--- config.mk ---
export PLATFORM = sky130hd
export DESIGN_NAME = differential_drive_odometry_core_flat
export DESIGN_NICKNAME = d
export VERILOG_FILES = /design/src/hw/rtl/ddo_pkg.sv /design/src/hw/rtl/ddo_if.sv /design/src/hw/rtl/ddo_mul.sv /design/src/hw/rtl/differential_drive_odometry_core.sv /design/src/flat_wrapper.sv
export SDC_FILE = /design/constraint.sdc
export NUM_CORES = 2
export LEC_CHECK = 0
export ABC_AREA = 0
export BUFFER_PORTS_ARGS = -buffer_cell sky130_fd_sc_hd__buf_4
export CAP_MARGIN = 20
export CORE_ASPECT_RATIO = 0.6
export CORE_UTILIZATION = 45
export DETAILED_ROUTE_END_ITERATION = 8
export GPL_ROUTABILITY_DRIVEN = 0
export PLACE_DENSITY_LB_ADDON = 0.3
export SETUP_SLACK_MARGIN = 0.3
export SLEW_MARGIN = 20
export SYNTH_ARGS = -nofsm -noshare
export SYNTH_HDL_FRONTEND = slang
export SYNTH_SLANG_ARGS = --single-unit
export TNS_END_PERCENT = 50
--- constraint.sdc ---
create_clock -name clk -period 21.2 [get_ports clk]
set_input_delay 1.06 -clock clk [delete_from_list [all_inputs] [get_ports clk]]
set_output_delay 1.06 -clock clk [all_outputs]
set_load 0.02 [all_outputs]
--- src/hw/rtl/ddo_pkg.sv ---
// Shared types, constants and tables for the odometry core
`default_nettype none
package ddo_pkg;

  localparam int CORDIC_STEPS = 24;
  localparam int STEP_W       = $clog2(CORDIC_STEPS);

  localparam int MULA_W = 50;
  localparam int MULB_W = 32;
  localparam int PROD_W = MULA_W + MULB_W;

  localparam logic [1:0] CMD_STEP       = 2'd0;
  localparam logic [1:0] CMD_RESET_POSE = 2'd1;
  localparam logic [1:0] CMD_RESET_PATH = 2'd2;
  localparam logic [1:0] CMD_NOP        = 2'd3;

  localparam logic [1:0] REG_DIST_PER_TICK = 2'd0;
  localparam logic [1:0] REG_INV_BASE      = 2'd1;
  localparam logic [1:0] REG_ANGLE_GAIN    = 2'd2;

  localparam logic signed [35:0] TWO_PI_Q30   = 36'sd6746518852;
  localparam logic signed [35:0] PI_Q30       = 36'sd3373259426;
  localparam logic signed [35:0] HALF_PI_Q30  = 36'sd1686629713;
  localparam logic signed [35:0] CORDIC_K_Q30 = 36'sd652032874;
  localparam logic [46:0]        TWO_PI_MOD   = 47'd6746518852;

  typedef struct packed {
    logic              start;
    logic [MULA_W-1:0] a;
    logic [MULB_W-1:0] b;
  } mul_req_t;

  function automatic logic [31:0] atan_q30(input logic [4:0] i);
    logic [31:0] v;
    unique case (i)
      5'd0:  v = 32'h3243F6A8;
      5'd1:  v = 32'h1DAC6705;
      5'd2:  v = 32'h0FADBAFC;
      5'd3:  v = 32'h07F56EA6;
      5'd4:  v = 32'h03FEAB76;
      5'd5:  v = 32'h01FFD55B;
      5'd6:  v = 32'h00FFFAAA;
      5'd7:  v = 32'h007FFF55;
      5'd8:  v = 32'h003FFFEA;
      5'd9:  v = 32'h001FFFFD;
      5'd10: v = 32'h000FFFFF;
      5'd11: v = 32'h0007FFFF;
      5'd12: v = 32'h0003FFFF;
      5'd13: v = 32'h0001FFFF;
      5'd14: v = 32'h0000FFFF;
      5'd15: v = 32'h00007FFF;
      5'd16: v = 32'h00003FFF;
      5'd17: v = 32'h00001FFF;
      5'd18: v = 32'h00000FFF;
      5'd19: v = 32'h000007FF;
      5'd20: v = 32'h000003FF;
      5'd21: v = 32'h000001FF;
      5'd22: v = 32'h000000FF;
      5'd23: v = 32'h0000007F;
      5'd24: v = 32'h0000003F;
      5'd25: v = 32'h0000001F;
      5'd26: v = 32'h0000000F;
      5'd27: v = 32'h00000008;
      5'd28: v = 32'h00000004;
      5'd29: v = 32'h00000002;
      5'd30: v = 32'h00000001;
      5'd31: v = 32'h00000000;
    endcase
    return v;
  endfunction

endpackage
`default_nettype wire

--- src/hw/rtl/ddo_if.sv ---
// Channel interfaces: tick request, pose result and register write
`default_nettype none
interface ddo_in_if;
  logic              valid;
  logic              ready;
  logic [1:0]        command;
  logic signed [15:0] ticks_left;
  logic signed [15:0] ticks_right;
  modport source (output valid, command, ticks_left, ticks_right, input ready);
  modport sink   (input valid, command, ticks_left, ticks_right, output ready);
endinterface

interface ddo_out_if;
  logic               valid;
  logic               ready;
  logic signed [47:0] x_mm;
  logic signed [47:0] y_mm;
  logic signed [39:0] heading_rad;
  logic signed [47:0] path_left;
  logic signed [47:0] path_right;
  logic               saturated;
  modport source (output valid, x_mm, y_mm, heading_rad, path_left, path_right, saturated,
                  input ready);
  modport sink   (input valid, x_mm, y_mm, heading_rad, path_left, path_right, saturated,
                  output ready);
endinterface

interface ddo_cfg_if;
  logic        valid;
  logic        ready;
  logic [1:0]  index;
  logic [31:0] data;
  modport source (output valid, index, data, input ready);
  modport sink   (input valid, index, data, output ready);
endinterface
`default_nettype wire

--- src/hw/rtl/ddo_mul.sv ---
// Shared shift-add multiplier, one multiplier bit per cycle
`default_nettype none
module ddo_mul import ddo_pkg::*; (
  input  logic              clk,
  input  logic              rst_n,
  input  mul_req_t          req,
  output logic              busy,
  output logic [PROD_W-1:0] prod
);

  logic [PROD_W-1:0] a_r, a_nxt, p_r, p_nxt;
  logic [MULB_W-1:0] b_r, b_nxt;
  logic              run_r, run_nxt;

  always_comb begin
    a_nxt   = a_r;
    b_nxt   = b_r;
    p_nxt   = p_r;
    run_nxt = run_r;
    if (req.start) begin
      a_nxt   = PROD_W'(req.a);
      b_nxt   = req.b;
      p_nxt   = '0;
      run_nxt = 1'b1;
    end else if (run_r) begin
      // stops as soon as no multiplier bits remain
      if (b_r == '0) begin
        run_nxt = 1'b0;
      end else begin
        if (b_r[0]) p_nxt = p_r + a_r;
        a_nxt = a_r << 1;
        b_nxt = b_r >> 1;
      end
    end
  end

  always_ff @(posedge clk) begin
    if (!rst_n) begin
      run_r <= 1'b0;
    end else begin
      run_r <= run_nxt;
    end
    a_r <= a_nxt;
    b_r <= b_nxt;
    p_r <= p_nxt;
  end

  assign busy = run_r;
  assign prod = p_r;

endmodule
`default_nettype wire

--- src/hw/rtl/differential_drive_odometry_core.sv ---
// Differential-drive wheel odometry core: top level and sequencer
`default_nettype none
// One request is taken at a time; in_ch.ready is low until its result has been
// taken. A tick step runs six products through one shift-add multiplier (one
// multiplier bit per cycle, stopping at the highest set bit, with a start state
// and a wait state per product), a 14-step restoring reduction of the heading
// modulo 2*pi, and CORDIC_STEPS rotations; most of the time from acceptance to
// the result is spent in the multiplier. Reset commands and the unused command
// go straight from idle to the result state. Registers may be written at any
// time through cfg_ch, which is always ready, but only take sensible effect
// while the core is idle. Distances are Q32.16 mm, heading Q16.24 rad (not
// wrapped); all accumulators saturate and flag it.
module differential_drive_odometry_core import ddo_pkg::*; (
  input  logic      clk,
  input  logic      rst_n,
  ddo_in_if.sink    in_ch,
  ddo_out_if.source out_ch,
  ddo_cfg_if.sink   cfg_ch
);

  localparam logic [4:0] S_IDLE = 5'd0;
  localparam logic [4:0] S_ML   = 5'd1;
  localparam logic [4:0] S_WL   = 5'd2;
  localparam logic [4:0] S_MR   = 5'd3;
  localparam logic [4:0] S_WR   = 5'd4;
  localparam logic [4:0] S_ACC  = 5'd5;
  localparam logic [4:0] S_MD   = 5'd6;
  localparam logic [4:0] S_WD   = 5'd7;
  localparam logic [4:0] S_MG   = 5'd8;
  localparam logic [4:0] S_WG   = 5'd9;
  localparam logic [4:0] S_MODI = 5'd10;
  localparam logic [4:0] S_MOD  = 5'd11;
  localparam logic [4:0] S_FOLD = 5'd12;
  localparam logic [4:0] S_COR  = 5'd13;
  localparam logic [4:0] S_MX   = 5'd14;
  localparam logic [4:0] S_WX   = 5'd15;
  localparam logic [4:0] S_MY   = 5'd16;
  localparam logic [4:0] S_WY   = 5'd17;
  localparam logic [4:0] S_OUT  = 5'd18;

  logic [4:0]  state_r;
  logic [31:0] dpt_r, ibw_r;
  logic [17:0] gain_r;

  logic signed [15:0] tl_r, tr_r;
  logic signed [41:0] dl_r, dr_r;
  logic signed [47:0] pos_x_r, pos_y_r, dist_l_r, dist_r_r;
  logic signed [39:0] head_r;
  logic               sat_r;
  logic [42:0]        diff_mag_r, half_mag_r;
  logic               diff_neg_r, half_neg_r;
  logic [49:0]        t_r;
  logic [46:0]        mod_r;
  logic               mod_neg_r;
  logic [3:0]         j_r;
  logic signed [35:0] cx_r, cy_r, cz_r;
  logic               fold_r;
  logic [STEP_W-1:0]  it_r;

  mul_req_t          mreq;
  logic              mbusy;
  logic [PROD_W-1:0] prod;

  ddo_mul u_mul (
    .clk  (clk),
    .rst_n(rst_n),
    .req  (mreq),
    .busy (mbusy),
    .prod (prod)
  );

  // tick magnitudes
  logic [16:0] tl_mag, tr_mag;
  assign tl_mag = ({17{tl_r[15]}} ^ {tl_r[15], tl_r}) + 17'(tl_r[15]);
  assign tr_mag = ({17{tr_r[15]}} ^ {tr_r[15], tr_r}) + 17'(tr_r[15]);

  // trig term for position products; cos and sin flip sign when folded
  logic               is_y, t_neg, xy_neg;
  logic signed [35:0] trig, tv;
  logic [35:0]        t_mag;
  assign is_y   = (state_r == S_MY) || (state_r == S_WY);
  assign trig   = is_y ? cy_r : cx_r;
  assign tv     = fold_r ? -trig : trig;
  assign t_neg  = tv[35];
  assign t_mag  = (tv ^ {36{t_neg}}) + 36'(t_neg);
  assign xy_neg = half_neg_r ^ t_neg;

  always_comb begin
    mreq = '0;
    unique case (state_r)
      S_ML: begin
        mreq.start = 1'b1;
        mreq.a = MULA_W'(dpt_r);
        mreq.b = MULB_W'(tl_mag);
      end
      S_MR: begin
        mreq.start = 1'b1;
        mreq.a = MULA_W'(dpt_r);
        mreq.b = MULB_W'(tr_mag);
      end
      S_MD: begin
        mreq.start = 1'b1;
        mreq.a = MULA_W'(diff_mag_r);
        mreq.b = ibw_r;
      end
      S_MG: begin
        mreq.start = 1'b1;
        mreq.a = t_r;
        mreq.b = MULB_W'(gain_r);
      end
      S_MX, S_MY: begin
        mreq.start = 1'b1;
        mreq.a = MULA_W'(half_mag_r);
        mreq.b = t_mag[31:0];
      end
      default: mreq = '0;
    endcase
  end

  // wheel distance from the tick product, Q26.16
  logic               tick_neg;
  logic signed [41:0] tick_d;
  assign tick_neg = (state_r == S_WL) ? tl_r[15] : tr_r[15];
  assign tick_d   = tick_neg ? -$signed({1'b0, prod[48:8]}) : $signed({1'b0, prod[48:8]});

  // path totals, wheel difference and half sum
  logic signed [53:0] pl_sum, pr_sum;
  logic signed [42:0] dd, ss;
  logic [42:0]        dd_mag, ss_mag;
  assign pl_sum = 54'(dist_l_r) + 54'(dl_r);
  assign pr_sum = 54'(dist_r_r) + 54'(dr_r);
  assign dd     = 43'(dr_r) - 43'(dl_r);
  assign ss     = 43'(dl_r) + 43'(dr_r);
  assign dd_mag = (dd ^ {43{dd[42]}}) + 43'(dd[42]);
  assign ss_mag = (ss ^ {43{ss[42]}}) + 43'(ss[42]);

  // heading update
  logic signed [53:0] dth, h_sum;
  assign dth   = diff_neg_r ? -$signed({2'b00, prod[67:16]}) : $signed({2'b00, prod[67:16]});
  assign h_sum = 54'(head_r) + dth;

  logic [39:0] head_mag;
  assign head_mag = (head_r ^ {40{head_r[39]}}) + 40'(head_r[39]);

  // position update
  logic signed [53:0] dpos, px_sum, py_sum;
  assign dpos   = xy_neg ? -$signed({2'b00, prod[81:30]}) : $signed({2'b00, prod[81:30]});
  assign px_sum = 54'(pos_x_r) + dpos;
  assign py_sum = 54'(pos_y_r) + dpos;

  // reduction modulo 2*pi
  logic [46:0] tpj;
  assign tpj = TWO_PI_MOD << j_r;

  logic signed [35:0] r0, r1;
  assign r0 = mod_neg_r ? -$signed({1'b0, mod_r[34:0]}) : $signed({1'b0, mod_r[34:0]});
  always_comb begin
    priority if (r0 > PI_Q30) r1 = r0 - TWO_PI_Q30;
    else if (r0 < -PI_Q30)    r1 = r0 + TWO_PI_Q30;
    else                      r1 = r0;
  end

  // CORDIC rotation
  logic signed [35:0] xs, ys, at;
  assign xs = cx_r >>> it_r;
  assign ys = cy_r >>> it_r;
  assign at = $signed({4'b0000, atan_q30(5'(it_r))});

  function automatic logic ovf48(input logic signed [53:0] v);
    return !((&v[53:47]) || !(|v[53:47]));
  endfunction

  function automatic logic signed [47:0] clip48(input logic signed [53:0] v);
    if (ovf48(v)) return v[53] ? {1'b1, 47'b0} : {1'b0, {47{1'b1}}};
    return v[47:0];
  endfunction

  logic h_ovf;
  assign h_ovf = !((&h_sum[53:39]) || !(|h_sum[53:39]));

  always_ff @(posedge clk) begin
    if (!rst_n) begin
      state_r  <= S_IDLE;
      dpt_r    <= '0;
      ibw_r    <= '0;
      gain_r   <= 18'd65536;
      pos_x_r  <= '0;
      pos_y_r  <= '0;
      head_r   <= '0;
      dist_l_r <= '0;
      dist_r_r <= '0;
      sat_r    <= 1'b0;
    end else begin
      if (cfg_ch.valid) begin
        unique case (cfg_ch.index)
          REG_DIST_PER_TICK: dpt_r  <= cfg_ch.data;
          REG_INV_BASE:      ibw_r  <= cfg_ch.data;
          REG_ANGLE_GAIN:    gain_r <= cfg_ch.data[17:0];
          default: ;
        endcase
      end

      unique case (state_r)
        S_IDLE: begin
          if (in_ch.valid) begin
            sat_r <= 1'b0;
            tl_r  <= in_ch.ticks_left;
            tr_r  <= in_ch.ticks_right;
            unique case (in_ch.command)
              CMD_STEP: state_r <= S_ML;
              CMD_RESET_POSE: begin
                pos_x_r  <= '0;
                pos_y_r  <= '0;
                head_r   <= '0;
                dist_l_r <= '0;
                dist_r_r <= '0;
                state_r  <= S_OUT;
              end
              CMD_RESET_PATH: begin
                dist_l_r <= '0;
                dist_r_r <= '0;
                state_r  <= S_OUT;
              end
              CMD_NOP: state_r <= S_OUT;
            endcase
          end
        end
        S_ML: state_r <= S_WL;
        S_WL: begin
          if (!mbusy) begin
            dl_r    <= tick_d;
            state_r <= S_MR;
          end
        end
        S_MR: state_r <= S_WR;
        S_WR: begin
          if (!mbusy) begin
            dr_r    <= tick_d;
            state_r <= S_ACC;
          end
        end
        S_ACC: begin
          dist_l_r   <= clip48(pl_sum);
          dist_r_r   <= clip48(pr_sum);
          sat_r      <= sat_r | ovf48(pl_sum) | ovf48(pr_sum);
          diff_mag_r <= dd_mag;
          diff_neg_r <= dd[42];
          half_mag_r <= ss_mag >> 1;
          half_neg_r <= ss[42];
          state_r    <= S_MD;
        end
        S_MD: state_r <= S_WD;
        S_WD: begin
          if (!mbusy) begin
            t_r     <= prod[73:24];
            state_r <= S_MG;
          end
        end
        S_MG: state_r <= S_WG;
        S_WG: begin
          if (!mbusy) begin
            if (h_ovf) head_r <= h_sum[53] ? {1'b1, 39'b0} : {1'b0, {39{1'b1}}};
            else       head_r <= h_sum[39:0];
            sat_r   <= sat_r | h_ovf;
            state_r <= S_MODI;
          end
        end
        S_MODI: begin
          mod_r     <= 47'({head_mag, 6'b000000});
          mod_neg_r <= head_r[39];
          j_r       <= 4'd13;
          state_r   <= S_MOD;
        end
        S_MOD: begin
          if (mod_r >= tpj) mod_r <= mod_r - tpj;
          if (j_r == 4'd0) state_r <= S_FOLD;
          else             j_r <= j_r - 4'd1;
        end
        S_FOLD: begin
          priority if (r1 > HALF_PI_Q30) begin
            cz_r   <= r1 - PI_Q30;
            fold_r <= 1'b1;
          end else if (r1 < -HALF_PI_Q30) begin
            cz_r   <= r1 + PI_Q30;
            fold_r <= 1'b1;
          end else begin
            cz_r   <= r1;
            fold_r <= 1'b0;
          end
          cx_r    <= CORDIC_K_Q30;
          cy_r    <= '0;
          it_r    <= '0;
          state_r <= S_COR;
        end
        S_COR: begin
          if (!cz_r[35]) begin
            cx_r <= cx_r - ys;
            cy_r <= cy_r + xs;
            cz_r <= cz_r - at;
          end else begin
            cx_r <= cx_r + ys;
            cy_r <= cy_r - xs;
            cz_r <= cz_r + at;
          end
          if (it_r == STEP_W'(CORDIC_STEPS - 1)) state_r <= S_MX;
          else                                   it_r <= it_r + STEP_W'(1);
        end
        S_MX: state_r <= S_WX;
        S_WX: begin
          if (!mbusy) begin
            pos_x_r <= clip48(px_sum);
            sat_r   <= sat_r | ovf48(px_sum);
            state_r <= S_MY;
          end
        end
        S_MY: state_r <= S_WY;
        S_WY: begin
          if (!mbusy) begin
            pos_y_r <= clip48(py_sum);
            sat_r   <= sat_r | ovf48(py_sum);
            state_r <= S_OUT;
          end
        end
        S_OUT: begin
          if (out_ch.ready) state_r <= S_IDLE;
        end
        default: state_r <= S_IDLE;
      endcase
    end
  end

  assign in_ch.ready  = (state_r == S_IDLE);
  assign cfg_ch.ready = 1'b1;

  assign out_ch.valid       = (state_r == S_OUT);
  assign out_ch.x_mm        = pos_x_r;
  assign out_ch.y_mm        = pos_y_r;
  assign out_ch.heading_rad = head_r;
  assign out_ch.path_left   = dist_l_r;
  assign out_ch.path_right  = dist_r_r;
  assign out_ch.saturated   = sat_r;

endmodule
`default_nettype wire

--- src/flat_wrapper.sv ---
// flat-port wrapper written by rule: the top's interface ports become plain ports
module differential_drive_odometry_core_flat import ddo_pkg::*;
  (clk, rst_n, in_ch_valid, in_ch_command, in_ch_ticks_left, in_ch_ticks_right, in_ch_ready, out_ch_valid, out_ch_x_mm, out_ch_y_mm, out_ch_heading_rad, out_ch_path_left, out_ch_path_right, out_ch_saturated, out_ch_ready, cfg_ch_valid, cfg_ch_index, cfg_ch_data, cfg_ch_ready);
  ddo_in_if in_ch_i ();
  ddo_out_if out_ch_i ();
  ddo_cfg_if cfg_ch_i ();
  input  logic clk;
  input  logic rst_n;
  input wire logic [$bits(in_ch_i.valid)-1:0] in_ch_valid;
  input wire logic [$bits(in_ch_i.command)-1:0] in_ch_command;
  input wire logic [$bits(in_ch_i.ticks_left)-1:0] in_ch_ticks_left;
  input wire logic [$bits(in_ch_i.ticks_right)-1:0] in_ch_ticks_right;
  output wire logic [$bits(in_ch_i.ready)-1:0] in_ch_ready;
  output wire logic [$bits(out_ch_i.valid)-1:0] out_ch_valid;
  output wire logic [$bits(out_ch_i.x_mm)-1:0] out_ch_x_mm;
  output wire logic [$bits(out_ch_i.y_mm)-1:0] out_ch_y_mm;
  output wire logic [$bits(out_ch_i.heading_rad)-1:0] out_ch_heading_rad;
  output wire logic [$bits(out_ch_i.path_left)-1:0] out_ch_path_left;
  output wire logic [$bits(out_ch_i.path_right)-1:0] out_ch_path_right;
  output wire logic [$bits(out_ch_i.saturated)-1:0] out_ch_saturated;
  input wire logic [$bits(out_ch_i.ready)-1:0] out_ch_ready;
  input wire logic [$bits(cfg_ch_i.valid)-1:0] cfg_ch_valid;
  input wire logic [$bits(cfg_ch_i.index)-1:0] cfg_ch_index;
  input wire logic [$bits(cfg_ch_i.data)-1:0] cfg_ch_data;
  output wire logic [$bits(cfg_ch_i.ready)-1:0] cfg_ch_ready;
  assign in_ch_i.valid = in_ch_valid;
  assign in_ch_i.command = in_ch_command;
  assign in_ch_i.ticks_left = in_ch_ticks_left;
  assign in_ch_i.ticks_right = in_ch_ticks_right;
  assign in_ch_ready = in_ch_i.ready;
  assign out_ch_valid = out_ch_i.valid;
  assign out_ch_x_mm = out_ch_i.x_mm;
  assign out_ch_y_mm = out_ch_i.y_mm;
  assign out_ch_heading_rad = out_ch_i.heading_rad;
  assign out_ch_path_left = out_ch_i.path_left;
  assign out_ch_path_right = out_ch_i.path_right;
  assign out_ch_saturated = out_ch_i.saturated;
  assign out_ch_i.ready = out_ch_ready;
  assign cfg_ch_i.valid = cfg_ch_valid;
  assign cfg_ch_i.index = cfg_ch_index;
  assign cfg_ch_i.data = cfg_ch_data;
  assign cfg_ch_ready = cfg_ch_i.ready;
  differential_drive_odometry_core u_core (.clk(clk), .rst_n(rst_n), .in_ch(in_ch_i), .out_ch(out_ch_i), .cfg_ch(cfg_ch_i));
endmodule
==> metrics.txt <==
Antenna Violating Nets Remaining=0; syn avg cell area=around 8.1 um2; Synth area leader=edfxtp_1; Worst R2R Start=u_core.state_r[3]$_SDFFE_PN0P_; DR pass1 iterations=9; core area=approximately 190000 um2; RSZ-0062 raised after global routing=false; via count=about 82000; drt total wl=296000 um; Setup crit end kind=flip-flop; EDFF count, synth=between 400 and 500; worst reg-to-reg path cell count=29; TNS Setup=0 ns; PD cells=86.8 nW/um2; die area=190000 um2; CTS tree=built; crit start category=flip-flop; clk root buf=clkbuf_16; Ys Warns=0; Post-route DRC=12; final net count=11139; outcome=finished, violations left; CTS resizes=0; failing checks=DRC; Post-CTS Setup Repair Bufs=0; reg-to-reg endpoint=u_core.out_ch.y_mm[27]$_SDFFE_PN0P_; Hold Crit Depth=2; Synth Flop Type=edfxtp_1; HP Start=u_core.out_ch.path_right[42]$_SDFFE_PN0P_; CTS Hold Bufs=0; clk_lat worst skew=0.75 ns; fin crit period=10.65 ns; Vert. Die Dim=~340 um; fin crit share=0.502; final setup vio count=0; layout cells sized above 1=0.0808; Area growth, synth to finish=9.90%; GRT Total Usage=0.299; asr flop ratio synth=0; Worst EP required=21.85 ns; Hold Crit Class=reg2reg; Post-synth top cells=1252 x nand2_1, 1026 x nor2_1, 810 x a21oi_1; post-detail-place hpwl=229000 um; Max Slew Vio Count=0; Synth Instances=roughly 10000; Hold Vio Cnt, Final=0; routed len/inst=22.8 um; hold endpoint=u_core.out_ch.path_right[42]$_SDFFE_PN0P_; Peak VDD IR=~95 uV; vias in the first global route=72994; Crit-path slowest cell=a2111oi_2; Clock Sinks=a little under 1000; Initial Utilization=0.456; global-route wire length before repair=roughly 440000 um; slowest stage delay, CP=0.96 ns; I/O pin count=309; CTS H-Tree Depth=3; Num CTS Buffers=between 100 and 150; R2R setup slack=~11 ns; sequential fraction of the synthesis area=0.288; setup slack at placement=10.67 ns; fin worst setup slack=10.55 ns; Mapped Nets=11119; static leakage=37.7 nW; first-iteration detailed-routing DRC count=11526; cell area after synthesis=84500 um2; Crit path arrival time=11.29 ns; Slew @ Worst Pin=between 1 and 1.5 ns; grt total ovfl=0; drt via density=6.30; Rows=122; pin count of the biggest net entering global routing=124; most frequent cell after synthesis=nand2_1; Max-slew headroom=0.0869; clock skew=0.0397 ns; die width=561 um; CP most frequent cell=o21ai_0; initial antenna violation count=20; worst-path fanout max=44; clk buf depth=3; Setup CP Type=reg2reg; IO Port Bufs=307; #FFs+latches synth=964; synth top area cells=edfxtp_1 18%, dfxtp_1 11%, ha_1 9.2%; Fmax=around 94 MHz; clock transition at the registers of the reported paths=0.06 ns; post-synthesis cell type count=118; Max-Cap Viols=0; post-synth top area share=0.177
-- flip-flops by register name (all words and copies together), names as in the netlist, 32 cells and up --
| signal | cells |
|---|---|
| u_core.cx_r | 36 |
| u_core.cy_r | 36 |
| u_core.cz_r | 36 |
| u_core.diff_mag_r | 43 |
| u_core.dl_r | 42 |
| u_core.dpt_r | 32 |
| u_core.dr_r | 42 |
| u_core.half_mag_r | 42 |
| u_core.ibw_r | 32 |
| u_core.mod_r | 45 |
| u_core.out_ch.heading_rad | 40 |
| u_core.out_ch.path_left | 48 |
| u_core.out_ch.path_right | 48 |
| u_core.out_ch.x_mm | 48 |
| u_core.out_ch.y_mm | 48 |
| u_core.t_r | 50 |
| u_core.u_mul.a_r | 82 |
| u_core.u_mul.b_r | 32 |
| u_core.u_mul.prod | 82 |
-- report_power, final --
group          leakage (nW)  switching, mW  internal [mW]
combinational          27.4           2.35           1.19
clock                  1.79          0.885           1.12
sequential             8.47          0.222           2.30
-- per-stage QoR --
| stage | util | hold WS, ns | area, um2 | power, mW | std cells |
|---|---|---|---|---|---|
| 2_1_floorplan | - | 0.432 | 84500 | 4.85 | 10413 |
| 3_3_place_gp | 0.480 | 0.446 | 89100 | 5.85 | 12805 |
| 3_5_place_dp | 0.480 | 0.456 | 89100 | 5.92 | 12806 |
| 4_1_cts | 0.500 | 0.429 | 92700 | 7.92 | 13002 |
| 5_1_grt | 0.501 | 0.444 | 92800 | 8.40 | 13011 |
| 6_report | 0.501 | 0.468 | 92900 | 8.06 | 13016 |
-- routing by layer --
| metal | vias up | global-route usage | share of wire |
|---|---|---|---|
| li1 | 37835 | - | - |
| met4 | 22 | 0.0708 | 0.025 |
| met3 | 467 | 0.0974 | 0.15 |
| met2 | 4755 | 0.392 | 0.37 |
| met5 | - | 0.00875 | 0.0012 |
| met1 | 38938 | 0.459 | 0.45 |
-- layout make-up --
class                      instances  area [um2]
fill                           17543       92600
clock buffer                     134        2900
sequential                       964       24300
clock inverter                    62         751
antenna                           12        30.0
inverter                         322        1210
timing repair buffer             422        3230
tap                             2480        3100
multi-input combinational       8620       57300
-- cell families (layout without fill, tap and decap cells) --
kind of cell             count (synthesis)  in the layout  share of synthesized area
other                                    1             13                  0.0000444
XOR/XNOR                              1079           1079                      0.112
AO/OA/AOI/OAI                         2983           2983                      0.226
buffers and inverters                  829            940                     0.0377
flip-flops                             964            964                      0.288
AND/OR/NAND/NOR                       3663           3663                      0.202
multiplexers                           260            260                     0.0394
adder cells (fa/ha/maj)                634            634                     0.0948
-- layout by cell type, fill, tap and decap left out, types with 93 or more instances in the layout --
cell type	synthesis	final
ha_1	622	622
nor2_1	1026	1018
a31oi_1	135	132
dfxtp_1	465	464
o21ai_0	721	720
or3_1	106	106
xor2_1	373	372
buf_4	4	417
inv_1	316	315
mux2i_1	173	170
a21o_1	217	217
clkbuf_16	0	108
edfxtp_1	499	499
nand2_1	1252	1250
a21oi_1	810	808
o21a_1	101	101
a21boi_0	155	153
nor3_1	261	256
xnor2_1	705	701
o21bai_1	93	93
nand2b_1	145	145
nand3_1	210	209
nor2b_1	110	110
-- critical path: cells and delay by family, from the launching register on --
family,cells,cell delay [ns]
XOR/XNOR,3,0.72
AO/OA/AOI/OAI,16,5.61
adder cells (fa/ha/maj),1,0.32
AND/OR/NAND/NOR,5,1.77
buffers and inverters,3,1.22
multiplexers,1,0.21
flip-flops,1,0.58
-- how the worst max path moves through the flow --
stage	startpoint	endpoint	slack, ns	cells after the start
floorplan	u_core.state_r[1]$_SDFFE_PN0P_	u_core.out_ch.y_mm[13]$_SDFFE_PN0P_	11.92	34
global placement	u_core.state_r[3]$_SDFFE_PN0P_	u_core.out_ch.y_mm[2]$_SDFFE_PN0P_	10.91	29
detailed placement	u_core.state_r[3]$_SDFFE_PN0P_	u_core.out_ch.y_mm[10]$_SDFFE_PN0P_	10.67	29
CTS	u_core.state_r[3]$_SDFFE_PN0P_	u_core.out_ch.y_mm[10]$_SDFFE_PN0P_	10.62	29
global route	u_core.state_r[4]$_SDFFE_PN0P_	u_core.out_ch.y_mm[27]$_SDFFE_PN0P_	9.83	29
finish	u_core.state_r[3]$_SDFFE_PN0P_	u_core.out_ch.y_mm[27]$_SDFFE_PN0P_	10.55	29
(Power assumes the default switching activity.)
